## src/hdl/ppdlsu_pkg.sv

```systemverilog
// Shared types, opcode tables and constants of the peripheral-processor load/store unit.
package ppdlsu_pkg;

   // Values of the request's action field.
   localparam logic [1:0] ACT_EXEC = 2'd0;
   localparam logic [1:0] ACT_HWR  = 2'd1;
   localparam logic [1:0] ACT_HRD  = 2'd2;
   localparam logic [1:0] ACT_NOP  = 2'd3;

   // Instruction classes in decode order.
   localparam logic [4:0] CLS_LD   = 5'd0;
   localparam logic [4:0] CLS_ST   = 5'd1;
   localparam logic [4:0] CLS_AD   = 5'd2;
   localparam logic [4:0] CLS_SB   = 5'd3;
   localparam logic [4:0] CLS_SHN  = 5'd4;
   localparam logic [4:0] CLS_LM   = 5'd5;
   localparam logic [4:0] CLS_LP   = 5'd6;
   localparam logic [4:0] CLS_SCN  = 5'd7;
   localparam logic [4:0] CLS_RA   = 5'd8;
   localparam logic [4:0] CLS_AO   = 5'd9;
   localparam logic [4:0] CLS_SO   = 5'd10;
   localparam logic [4:0] CLS_JM   = 5'd11;
   localparam logic [4:0] CLS_JN   = 5'd12;
   localparam logic [4:0] CLS_RD   = 5'd13;
   localparam logic [4:0] CLS_CR   = 5'd14;
   localparam logic [4:0] CLS_RDL  = 5'd15;
   localparam logic [4:0] CLS_CW   = 5'd16;
   localparam logic [4:0] CLS_CTRL = 5'd17;
   localparam logic [4:0] CLS_IOJ  = 5'd18;
   localparam logic [4:0] CLS_IN   = 5'd19;
   localparam logic [4:0] CLS_OUT  = 5'd20;
   localparam logic [4:0] CLS_PSN  = 5'd21;
   localparam logic [4:0] CLS_KPT  = 5'd22;
   localparam logic [4:0] CLS_EXN  = 5'd23;
   localparam logic [4:0] CLS_MXN  = 5'd24;
   localparam logic [4:0] CLS_MAN  = 5'd25;
   localparam logic [4:0] CLS_MAN2 = 5'd26;
   localparam logic [4:0] CLS_INPN = 5'd27;
   localparam logic [4:0] CLS_UNK  = 5'd28;
   // Table markers that need a second look at the s bit or the d field.
   localparam logic [4:0] CLS_SIO  = 5'd30;
   localparam logic [4:0] CLS_SXJ  = 5'd31;

   // Function codes with special load behaviour.
   localparam logic [5:0] F_LDN = 6'o14;
   localparam logic [5:0] F_LCN = 6'o15;
   localparam logic [5:0] F_LDC = 6'o20;

   // Addressing mode, taken from the upper octal digit of f.
   localparam logic [2:0] MODE_DIRECT   = 3'd3;
   localparam logic [2:0] MODE_INDIRECT = 3'd4;
   localparam logic [2:0] MODE_MEMORY   = 3'd5;

   // Exchange subcodes in the d field.
   localparam logic [5:0] D_MXN     = 6'o10;
   localparam logic [5:0] D_MAN     = 6'o20;
   localparam logic [5:0] D_MAN2_LO = 6'o30;
   localparam logic [5:0] D_MAN2_HI = 6'o37;
   localparam logic [5:0] D_EXN_LIM = 6'o10;

   localparam logic [5:0] LCN_HIGH = 6'h3F;

   localparam logic [4:0] SHORT_SET [64] = '{
      CLS_PSN, CLS_JM,  CLS_JM,  CLS_JN,  CLS_JN,  CLS_JN,  CLS_JN,  CLS_JN,
      CLS_SHN, CLS_LM,  CLS_LP,  CLS_SCN, CLS_LD,  CLS_LD,  CLS_AD,  CLS_SB,
      CLS_LD,  CLS_AD,  CLS_LP,  CLS_LM,  CLS_RD,  CLS_RD,  CLS_SXJ, CLS_KPT,
      CLS_LD,  CLS_AD,  CLS_SB,  CLS_LM,  CLS_ST,  CLS_RA,  CLS_AO,  CLS_SO,
      CLS_LD,  CLS_AD,  CLS_SB,  CLS_LM,  CLS_ST,  CLS_RA,  CLS_AO,  CLS_SO,
      CLS_LD,  CLS_AD,  CLS_SB,  CLS_LM,  CLS_ST,  CLS_RA,  CLS_AO,  CLS_SO,
      CLS_CR,  CLS_CR,  CLS_CW,  CLS_CW,  CLS_SIO, CLS_SIO, CLS_SIO, CLS_SIO,
      CLS_IN,  CLS_IN,  CLS_OUT, CLS_OUT, CLS_CTRL, CLS_CTRL, CLS_CTRL, CLS_CTRL
   };

   localparam logic [4:0] LONG_SET [64] = '{
      CLS_RDL, CLS_RDL, CLS_PSN, CLS_PSN, CLS_PSN, CLS_PSN, CLS_PSN, CLS_PSN,
      CLS_PSN, CLS_PSN, CLS_PSN, CLS_PSN, CLS_PSN, CLS_PSN, CLS_PSN, CLS_PSN,
      CLS_PSN, CLS_PSN, CLS_LP,  CLS_LP,  CLS_LP,  CLS_PSN, CLS_INPN, CLS_PSN,
      CLS_LD,  CLS_AD,  CLS_SB,  CLS_LM,  CLS_ST,  CLS_RA,  CLS_AO,  CLS_SO,
      CLS_LD,  CLS_AD,  CLS_SB,  CLS_LM,  CLS_ST,  CLS_RA,  CLS_AO,  CLS_SO,
      CLS_LD,  CLS_AD,  CLS_SB,  CLS_LM,  CLS_ST,  CLS_RA,  CLS_AO,  CLS_SO,
      CLS_CR,  CLS_CR,  CLS_CW,  CLS_CW,  CLS_SIO, CLS_SIO, CLS_PSN, CLS_PSN,
      CLS_PSN, CLS_IN,  CLS_PSN, CLS_OUT, CLS_PSN, CLS_UNK, CLS_PSN, CLS_PSN
   };

   typedef enum logic [2:0] {
      ST_IDLE,
      ST_DECODE,
      ST_MUL,
      ST_SUB,
      ST_ACCESS,
      ST_LATCH,
      ST_DONE
   } state_type;

   // Which memory access of the instruction is in progress.
   typedef enum logic [1:0] {
      STEP_M,
      STEP_D,
      STEP_W,
      STEP_WR
   } step_type;

   typedef struct packed {
      logic     capture;
      step_type step;
      logic     mul;
      logic     sub;
      logic     rd;
      logic     wr;
      logic     latch;
      logic     finish;
   } cmd_type;

   typedef struct packed {
      logic need_m;
      logic need_d;
      logic need_w;
      logic need_wr;
   } plan_type;

   function automatic logic [4:0] decode_class(input logic [5:0] f, input logic g,
                                               input logic [5:0] d, input logic s);
      logic [4:0] c;
      logic [4:0] r;
      c = g ? LONG_SET[f] : SHORT_SET[f];
      r = c;
      if (c == CLS_SIO) begin
         r = s ? CLS_CTRL : CLS_IOJ;
      end else if (c == CLS_SXJ) begin
         if (d < D_EXN_LIM) begin
            r = CLS_EXN;
         end else if (d == D_MXN) begin
            r = CLS_MXN;
         end else if (d == D_MAN) begin
            r = CLS_MAN;
         end else if (d inside {[D_MAN2_LO:D_MAN2_HI]}) begin
            r = CLS_MAN2;
         end else begin
            r = CLS_UNK;
         end
      end
      return r;
   endfunction

endpackage

```

## src/hdl/ppdlsu_ctrl.sv

```systemverilog
// Sequencer that steps each request through its memory accesses.
module ppdlsu_ctrl (
   input  logic                clock,
   input  logic                reset,
   input  logic                req_valid,
   output logic                req_ready,
   output logic                rsp_valid,
   input  logic                rsp_ready,
   input  ppdlsu_pkg::plan_type plan,
   output ppdlsu_pkg::cmd_type  cmd
);
   import ppdlsu_pkg::*;

   state_type state_ff, state_in;
   step_type  step_ff, step_in;
   logic      rsp_valid_ff, rsp_valid_in;

   logic      go_after_d, go_after_m, go_first;
   step_type  step_after_d, step_after_m, step_first;

   always_ff @(posedge clock) begin
      if (reset) begin
         state_ff     <= ST_IDLE;
         step_ff      <= STEP_M;
         rsp_valid_ff <= 1'b0;
      end else begin
         state_ff     <= state_in;
         step_ff      <= step_in;
         rsp_valid_ff <= rsp_valid_in;
      end
   end

   // The accesses always run in the order m word, d word, operand word or store.
   always_comb begin
      go_after_d   = plan.need_w | plan.need_wr;
      step_after_d = plan.need_w ? STEP_W : STEP_WR;
      go_after_m   = plan.need_d | go_after_d;
      step_after_m = plan.need_d ? STEP_D : step_after_d;
      go_first     = plan.need_m | go_after_m;
      step_first   = plan.need_m ? STEP_M : step_after_m;
   end

   always_comb begin
      state_in     = state_ff;
      step_in      = step_ff;
      rsp_valid_in = rsp_valid_ff & ~rsp_ready;
      cmd          = '0;
      cmd.step     = step_ff;
      req_ready    = 1'b0;
      case (state_ff)
         ST_IDLE: begin
            req_ready   = 1'b1;
            cmd.capture = req_valid;
            if (req_valid) begin
               state_in = ST_DECODE;
            end
         end
         ST_DECODE: begin
            step_in  = step_first;
            state_in = go_first ? ST_MUL : ST_DONE;
         end
         ST_MUL: begin
            cmd.mul  = 1'b1;
            state_in = ST_SUB;
         end
         ST_SUB: begin
            cmd.sub  = 1'b1;
            state_in = ST_ACCESS;
         end
         ST_ACCESS: begin
            if (step_ff == STEP_WR) begin
               cmd.wr   = 1'b1;
               state_in = ST_DONE;
            end else begin
               cmd.rd   = 1'b1;
               state_in = ST_LATCH;
            end
         end
         ST_LATCH: begin
            cmd.latch = 1'b1;
            case (step_ff)
               STEP_M: begin
                  step_in  = step_after_m;
                  state_in = go_after_m ? ST_MUL : ST_DONE;
               end
               STEP_D: begin
                  step_in  = step_after_d;
                  state_in = go_after_d ? ST_MUL : ST_DONE;
               end
               default: begin
                  state_in = ST_DONE;
               end
            endcase
         end
         ST_DONE: begin
            // The result register is free, or its transfer completes now.
            if (!rsp_valid_ff || rsp_ready) begin
               cmd.finish   = 1'b1;
               rsp_valid_in = 1'b1;
               state_in     = ST_IDLE;
            end
         end
         default: begin
            state_in = ST_IDLE;
         end
      endcase
   end

   assign rsp_valid = rsp_valid_ff;

endmodule

```

## config.mk

```make
export PLATFORM = sky130hd
export DESIGN_NAME = ppdlsu_ctrl
export DESIGN_NICKNAME = d
export VERILOG_FILES = /design/src/hdl/ppdlsu_pkg.sv /design/src/hdl/ppdlsu_ctrl.sv
export SDC_FILE = /design/constraint.sdc
export NUM_CORES = 1
export LEC_CHECK = 0
export ABC_CLOCK_PERIOD_IN_PS = 2600
export CAP_MARGIN = 15
export CORE_AREA = 3 3 40 42
export CTS_CLUSTER_SIZE = 12
export DETAILED_ROUTE_END_ITERATION = 6
export DIE_AREA = 0 0 43 45
export DONT_BUFFER_PORTS = 1
export PLACE_DENSITY_LB_ADDON = 0.12
export SLEW_MARGIN = 20
export SYNTH_ARGS = -nofsm -noshare
export SYNTH_HDL_FRONTEND = slang
export SYNTH_SLANG_ARGS = --single-unit
```

## constraint.sdc

```tcl
create_clock -name clock -period 2.6 [get_ports clock]
set_input_delay 0.26 -clock clock [delete_from_list [all_inputs] [get_ports clock]]
set_output_delay 0.26 -clock clock [all_outputs]
set_load 0.1 [all_outputs]
```

==> results of run 1 <==
[metrics by stage]
stage                     TNS (ps)  setup slack [ps]  cells  utilization [%]  hold WS, ps
after floorplan             -225.9            -225.9     54                -        329.1
final                            0             685.8     79            41.29        76.12
after detailed placement         0             951.7     76            39.53        332.7
after CTS                        0             675.8     79            41.29        72.83
after global routing             0             541.2     79            41.29        64.98
after global placement           0             957.6     76            39.53        333.0
[synth_stat cells, drive strengths merged]
library cell / number
nand2: 9
dfxtp: 6
nor2: 5
a21oi: 4
nor3: 4
buf: 3
inv: 3
nand2b: 3
a21o: 2
a221oi: 2
and3: 2
nor4: 2
a31oi: 1
and2: 1
and2b: 1
mux2i: 1
nand3: 1
nor3b: 1
o211ai: 1
o21ai: 1
o31ai: 1
[registers in the layout (all words and copies together) (netlist names)]
register	flops
state_ff	3
step_ff	2
rsp_valid	1
[cells by family (layout without fill, tap and decap cells)]
| kind of cell | after synthesis | in the layout | share of synthesized area (%) |
|---|---|---|---|
| AOI/OAI and AO/OA | 12 | 12 | 21.36 |
| and+or+nand+nor | 29 | 29 | 36.85 |
| DFF | 6 | 6 | 29.72 |
| buffers and inverters | 6 | 16 | 9.596 |
| muxes | 1 | 1 | 2.477 |
[power by group through the flow]
| stage | sequential, mW | combinational [mW] | clock (mW) |
|---|---|---|---|
| floorplan | 0.121 | 0.103 | 0 |
| global placement | 0.118 | 0.127 | 0 |
| detailed placement | 0.118 | 0.127 | 0 |
| CTS | 0.117 | 0.127 | 0.0901 |
| global route | 0.118 | 0.133 | 0.0940 |
| finish | 0.116 | 0.126 | 0.0888 |
[worst max-delay path, cell delays in order, from the launching register on]
cell     delay, ps
dfxtp_1        620
inv_2          130
nor2_1         200
and3_1         180
buf_4          280
[how the worst min path moves through the flow]
| stage | from | to | cells past startpoint |
|---|---|---|---|
| finish | reset | state_ff[2] | 1 |
| CTS | reset | rsp_valid | 1 |
| floorplan | reset | rsp_valid | 1 |
| global route | reset | rsp_valid | 1 |
| global placement | reset | rsp_valid | 1 |
| detailed placement | reset | rsp_valid | 1 |
[cell type report]
| class | count | area, um2 | area share, % |
|---|---|---|---|
| clock buffers | 3 | 22.52 | 4.245 |
| inverters | 3 | 11.26 | 2.123 |
| multi-input cells | 42 | 282.8 | 53.30 |
| flip-flops and latches | 6 | 120.1 | 22.64 |
| well taps | 15 | 18.77 | 3.538 |
| repair buffers | 10 | 75.07 | 14.15 |
[per-layer routing]
layer	global-route usage, %	wire (um)
met2	19.46	460
met1	13.04	393
met3	3.984	78
met4	10.84	44
met5	0	0
[cell usage in the layout, fill, tap and decap left out, types with 2 or more instances in the layout]
cell / netlist / routed
nor3_4: 0 / 2
clkbuf_4: 0 / 3
nand2_1: 8 / 8
buf_4: 0 / 10
a21oi_1: 4 / 3
inv_1: 2 / 2
dfxtp_1: 6 / 6
nor3_1: 4 / 2
nand2b_1: 3 / 3
nor2_1: 5 / 5
nor4_1: 2 / 2
==> flow_summary.yaml, run 1 <==
run_status:
  status: "finished, final reports clean"
sta:
  worstMarginPinSlew_ps: 506.6
  finalCritPeriodShare_pct: 73.62
  max_freq_mhz: 522.4
  setup_violations: 0
  slew_headroom_pct: 66.18
  skew_ps: 2.909
  drv_slew: 0
  rsz0062_at_grt: "false"
  min_period_ps: 1914
  finalHoldViolCount: 0
route:
  wirelength_um: 976
  viasPerCell: 5.291
  drtIter0Drc: 3
  wl_per_cell_um: 12.35
  num_vias: 418
  postRouteAntennaNets: 0
  drc: 0
  drt_first_pass_iters: 4
setup_path:
  worst_ep_arrival_time_ps: 1650
  cp-startpoint: "state_ff[2]"
  ff2ff_path_depth: 6
  required_ps: 2340
  reg2reg_slack_ps: 970
  cp_max_fo: 10
  endpoint: "cmd[0]"
  reg2reg_to: "state_ff[2]"
  rr_startpoint: "state_ff[0]"
  startpoint_type: "flip-flop"
  crit_type: "reg2out"
  cp-end-kind: "output port"
layout:
  design_area_um2: 530.5
  fill_cells: 143
  layout-drive-gt1-share_pct: 35.94
  n_antenna_cell: 0
  area_growth_pct: 31.27
  fin_nets: 74
yosys:
  yosysUniqueCellTypes: 27
  synthTopCellsByArea: "dfxtp_1, nand2_1, buf_6"
  netlist_instances: 54
  synth_area_um2: 404.1
  synth.avg_cell_area_um2: 7.484
  synth_seq_area_share_pct: 29.72
  yosysWarnings: 0
  ys_seq_elements: 6
  synth_top_cell_by_area: "dfxtp_1"
  synth_top_cell_area_share_pct: 29.72
  synth_fp_nets: 62
pwr:
  switching_share_pct: 44.35
  p_sw_uw: 146.8
  combPwrFrac_pct: 38.1
  p_leak_nw: 0.2272
  p_total_uw: 331.1
  seqPwrFrac_pct: 35.1
  ir_worst_vdd_v: 0.0001911
  pwr-share-clk_pct: 26.8
  p_int_uw: 184.2
  power.density_nw_per_um2: 624.0
die:
  dieWidth_um: 43
  dieArea_um2: 1935
  die_y_um: 45
  initial_utilization_pct: 31.45
  ioPinCount: 19
  placementRows: 13
  core_um2: 1285
min_path:
  hold_path_class: "in2reg"
cts:
  clock_latency_ps: 250
  clock-root-buffer: "clkbuf_4"
  clkTransAtPathRegs_ps: 50
  numClockSinks: 6
  cts_tree: "yes"
  numCtsBuffers: 3
  h-tree-depth: 1
  cts_resized: 0
  postCtsHoldBufs: 0
  cts_setup_buffers: 0
  clockBufferDepth: 2
global_routing:
  grt_first_pass_wirelength_um: 1697
  grt_use_total_pct: 12.25
  grt_max_degree: 14
  grt_pass1_vias: 403
  antenna_found_initial: 0
  overflow: 0
placement:
  dp_hpwl_um: 755
  io_buffers: 0
  gp_congestion: 0.7578
  placed_area_um2: 508.0
job:
  maxCapViolCount: 0
(Power assumes the default switching activity.)
==> inputs of run 2 (changes only) <==
--- a/config.mk
+++ b/config.mk
@@ -5,7 +5,7 @@
 export SDC_FILE = /design/constraint.sdc
 export NUM_CORES = 1
 export LEC_CHECK = 0
-export ABC_CLOCK_PERIOD_IN_PS = 2600
+export ABC_CLOCK_PERIOD_IN_PS = 1700
 export CAP_MARGIN = 15
 export CORE_AREA = 3 3 40 42
 export CTS_CLUSTER_SIZE = 12
==> constraint.sdc (replaced) <==
create_clock -name clock -period 1.7 [get_ports clock]
set_input_delay 0.17 -clock clock [delete_from_list [all_inputs] [get_ports clock]]
set_output_delay 0.17 -clock clock [all_outputs]
set_load 0.1 [all_outputs]
==> flow_summary.yaml, run 2 (same netlist as run 1, synthesis figures left out) <==
pwr:
  p_total_uw: 532.0
  p_leak_nw: 0.2605
  ir_worst_vdd_v: 0.0003609
  power.density_nw_per_um2: 816.2
sta:
  tns_ps: 0
  setup_violations: 0
  finalCritPeriodShare_pct: 88.07
  drv_slew: 0
  min_period_ps: 1497
  setup_ws_ps: 202.7
  slew_headroom_pct: 80.03
  max_freq_mhz: 667.9
  finalHoldViolCount: 0
  worstMarginPinSlew_ps: 296.8
  skew_ps: 7.466
  rsz0062_at_grt: "false"
layout:
  fin_cells: 81
  final_common_cell: "nand2_1"
  fin_nets: 76
  area_growth_pct: 61.30
  regArea_um2: 132.6
  layout-drive-gt1-share_pct: 50.00
  largest_reg_flops: 3
  final_cell_mix: "nand2_1, buf_12, nor2_1, buf_4, dfxtp_2"
  fill_cells: 119
  regMostFlops: "state_ff"
  n_antenna_cell: 0
  multiInputGateArea_um2: 299.0
cts:
  clock_latency_ps: 250
  clockBufferDepth: 2
  clkTransAtPathRegs_ps: 50
  h-tree-depth: 1
  numCtsBuffers: 3
  numClockSinks: 6
  cts_setup_buffers: 0
  clock-root-buffer: "clkbuf_4"
  cts_tree: "yes"
global_routing:
  grt_pass1_vias: 365
  antenna_found_initial: 0
  grt_use_total_pct: 11.68
  overflow: 0
  grt_first_pass_wirelength_um: 1587
  grt_max_degree: 14
route:
  postRouteAntennaNets: 0
  drc: 0
  drtIter0Drc: 11
  drt_first_pass_iters: 4
  viasPerCell: 5.247
  wirelength_um: 1034
  num_vias: 425
  wl_per_cell_um: 12.77
job:
  maxCapViolCount: 0
setup_path:
  cp-end-kind: "output port"
  startpoint_type: "flip-flop"
  cp_max_fo: 8
  critical_path.cell_chain: "inv_2, nor2_1, and3_2, buf_12"
  max_stage_delay_ps: 410
  worst_ep_arrival_time_ps: 1330
  crit_type: "reg2out"
  ff2ff_path_depth: 4
  required_ps: 1530
  rr_startpoint: "state_ff[0]"
  cp-startpoint: "state_ff[2]"
  cp_slowest_cell: "dfxtp_2"
min_path:
  holdPathStages: 3
  hold_path_class: "in2reg"
  min_from: "reset"
die:
  dieArea_um2: 1935
  dieWidth_um: 43
  ioPinCount: 19
  die_y_um: 45
  initial_utilization_pct: 31.45
  placementRows: 13
  core_um2: 1285
placement:
  dp_slack_ps: 282.2
  dp_hpwl_um: 753.1
  gp_congestion: 0.7699
  io_buffers: 0
  post-place-cells: 77
run_status:
  status: "finished, final reports clean"
## run 2: layout make-up
type	instances	share of cell area (%)
Sequential cell	6	20.35
Clock buffer	3	3.455
Inverter	3	1.727
Timing Repair Buffer	12	25.72
Tap cell	15	2.879
Multi-Input combinational cell	42	45.87
## run 2: power breakdown
group          internal, mW  total [mW]  switching, mW
clock                0.0801       0.136         0.0557
combinational        0.0671       0.213          0.146
sequential            0.151       0.183         0.0316
total                 0.299       0.532          0.233
## run 2: worst max-delay path, delay by kind of cell (launching register included)
family / cells / cell delay [ps]
simple gates: 2 / 400
buf+inv: 2 / 260
flops: 1 / 410
## run 2: path summary, 6_finish.rpt
check,slack (ps),end
setup reg to reg,510,step_ff[0]
hold / removal,90,step_ff[0]
hold reg to reg,550,step_ff[0]
setup / recovery,200,cmd[0]
## run 2: per-stage QoR
step | cell area [um2] | util (%) | hold WS, ps
after floorplan | 466.7 | - | 231.7
after global placement | 615.6 | 47.91 | 236.3
after detailed placement | 615.6 | 47.91 | 234.8
after CTS | 648.1 | 50.44 | 84.88
after global routing | 651.9 | 50.73 | 90.23
final | 651.9 | 50.73 | 85.70
## run 2: layer usage
| layer | GRT usage [%] | routed length (um) | up-vias | part of all wire [%] |
|---|---|---|---|---|
| li1 | - | - | 215 | - |
| met1 | 13.80 | 479 | 193 | 46 |
| met2 | 16.77 | 459 | 13 | 44 |
| met3 | 5.976 | 74 | 4 | 7.2 |
| met4 | 7.229 | 21 | 0 | 2.0 |
| met5 | 0 | 0 | - | 0 |
## run 2: timing repair
item,in CTS,in global routing
gates resized for setup,0,3
hold buffers,1,0
setup endpoints to repair,0,2
hold endpoints to repair,5,0
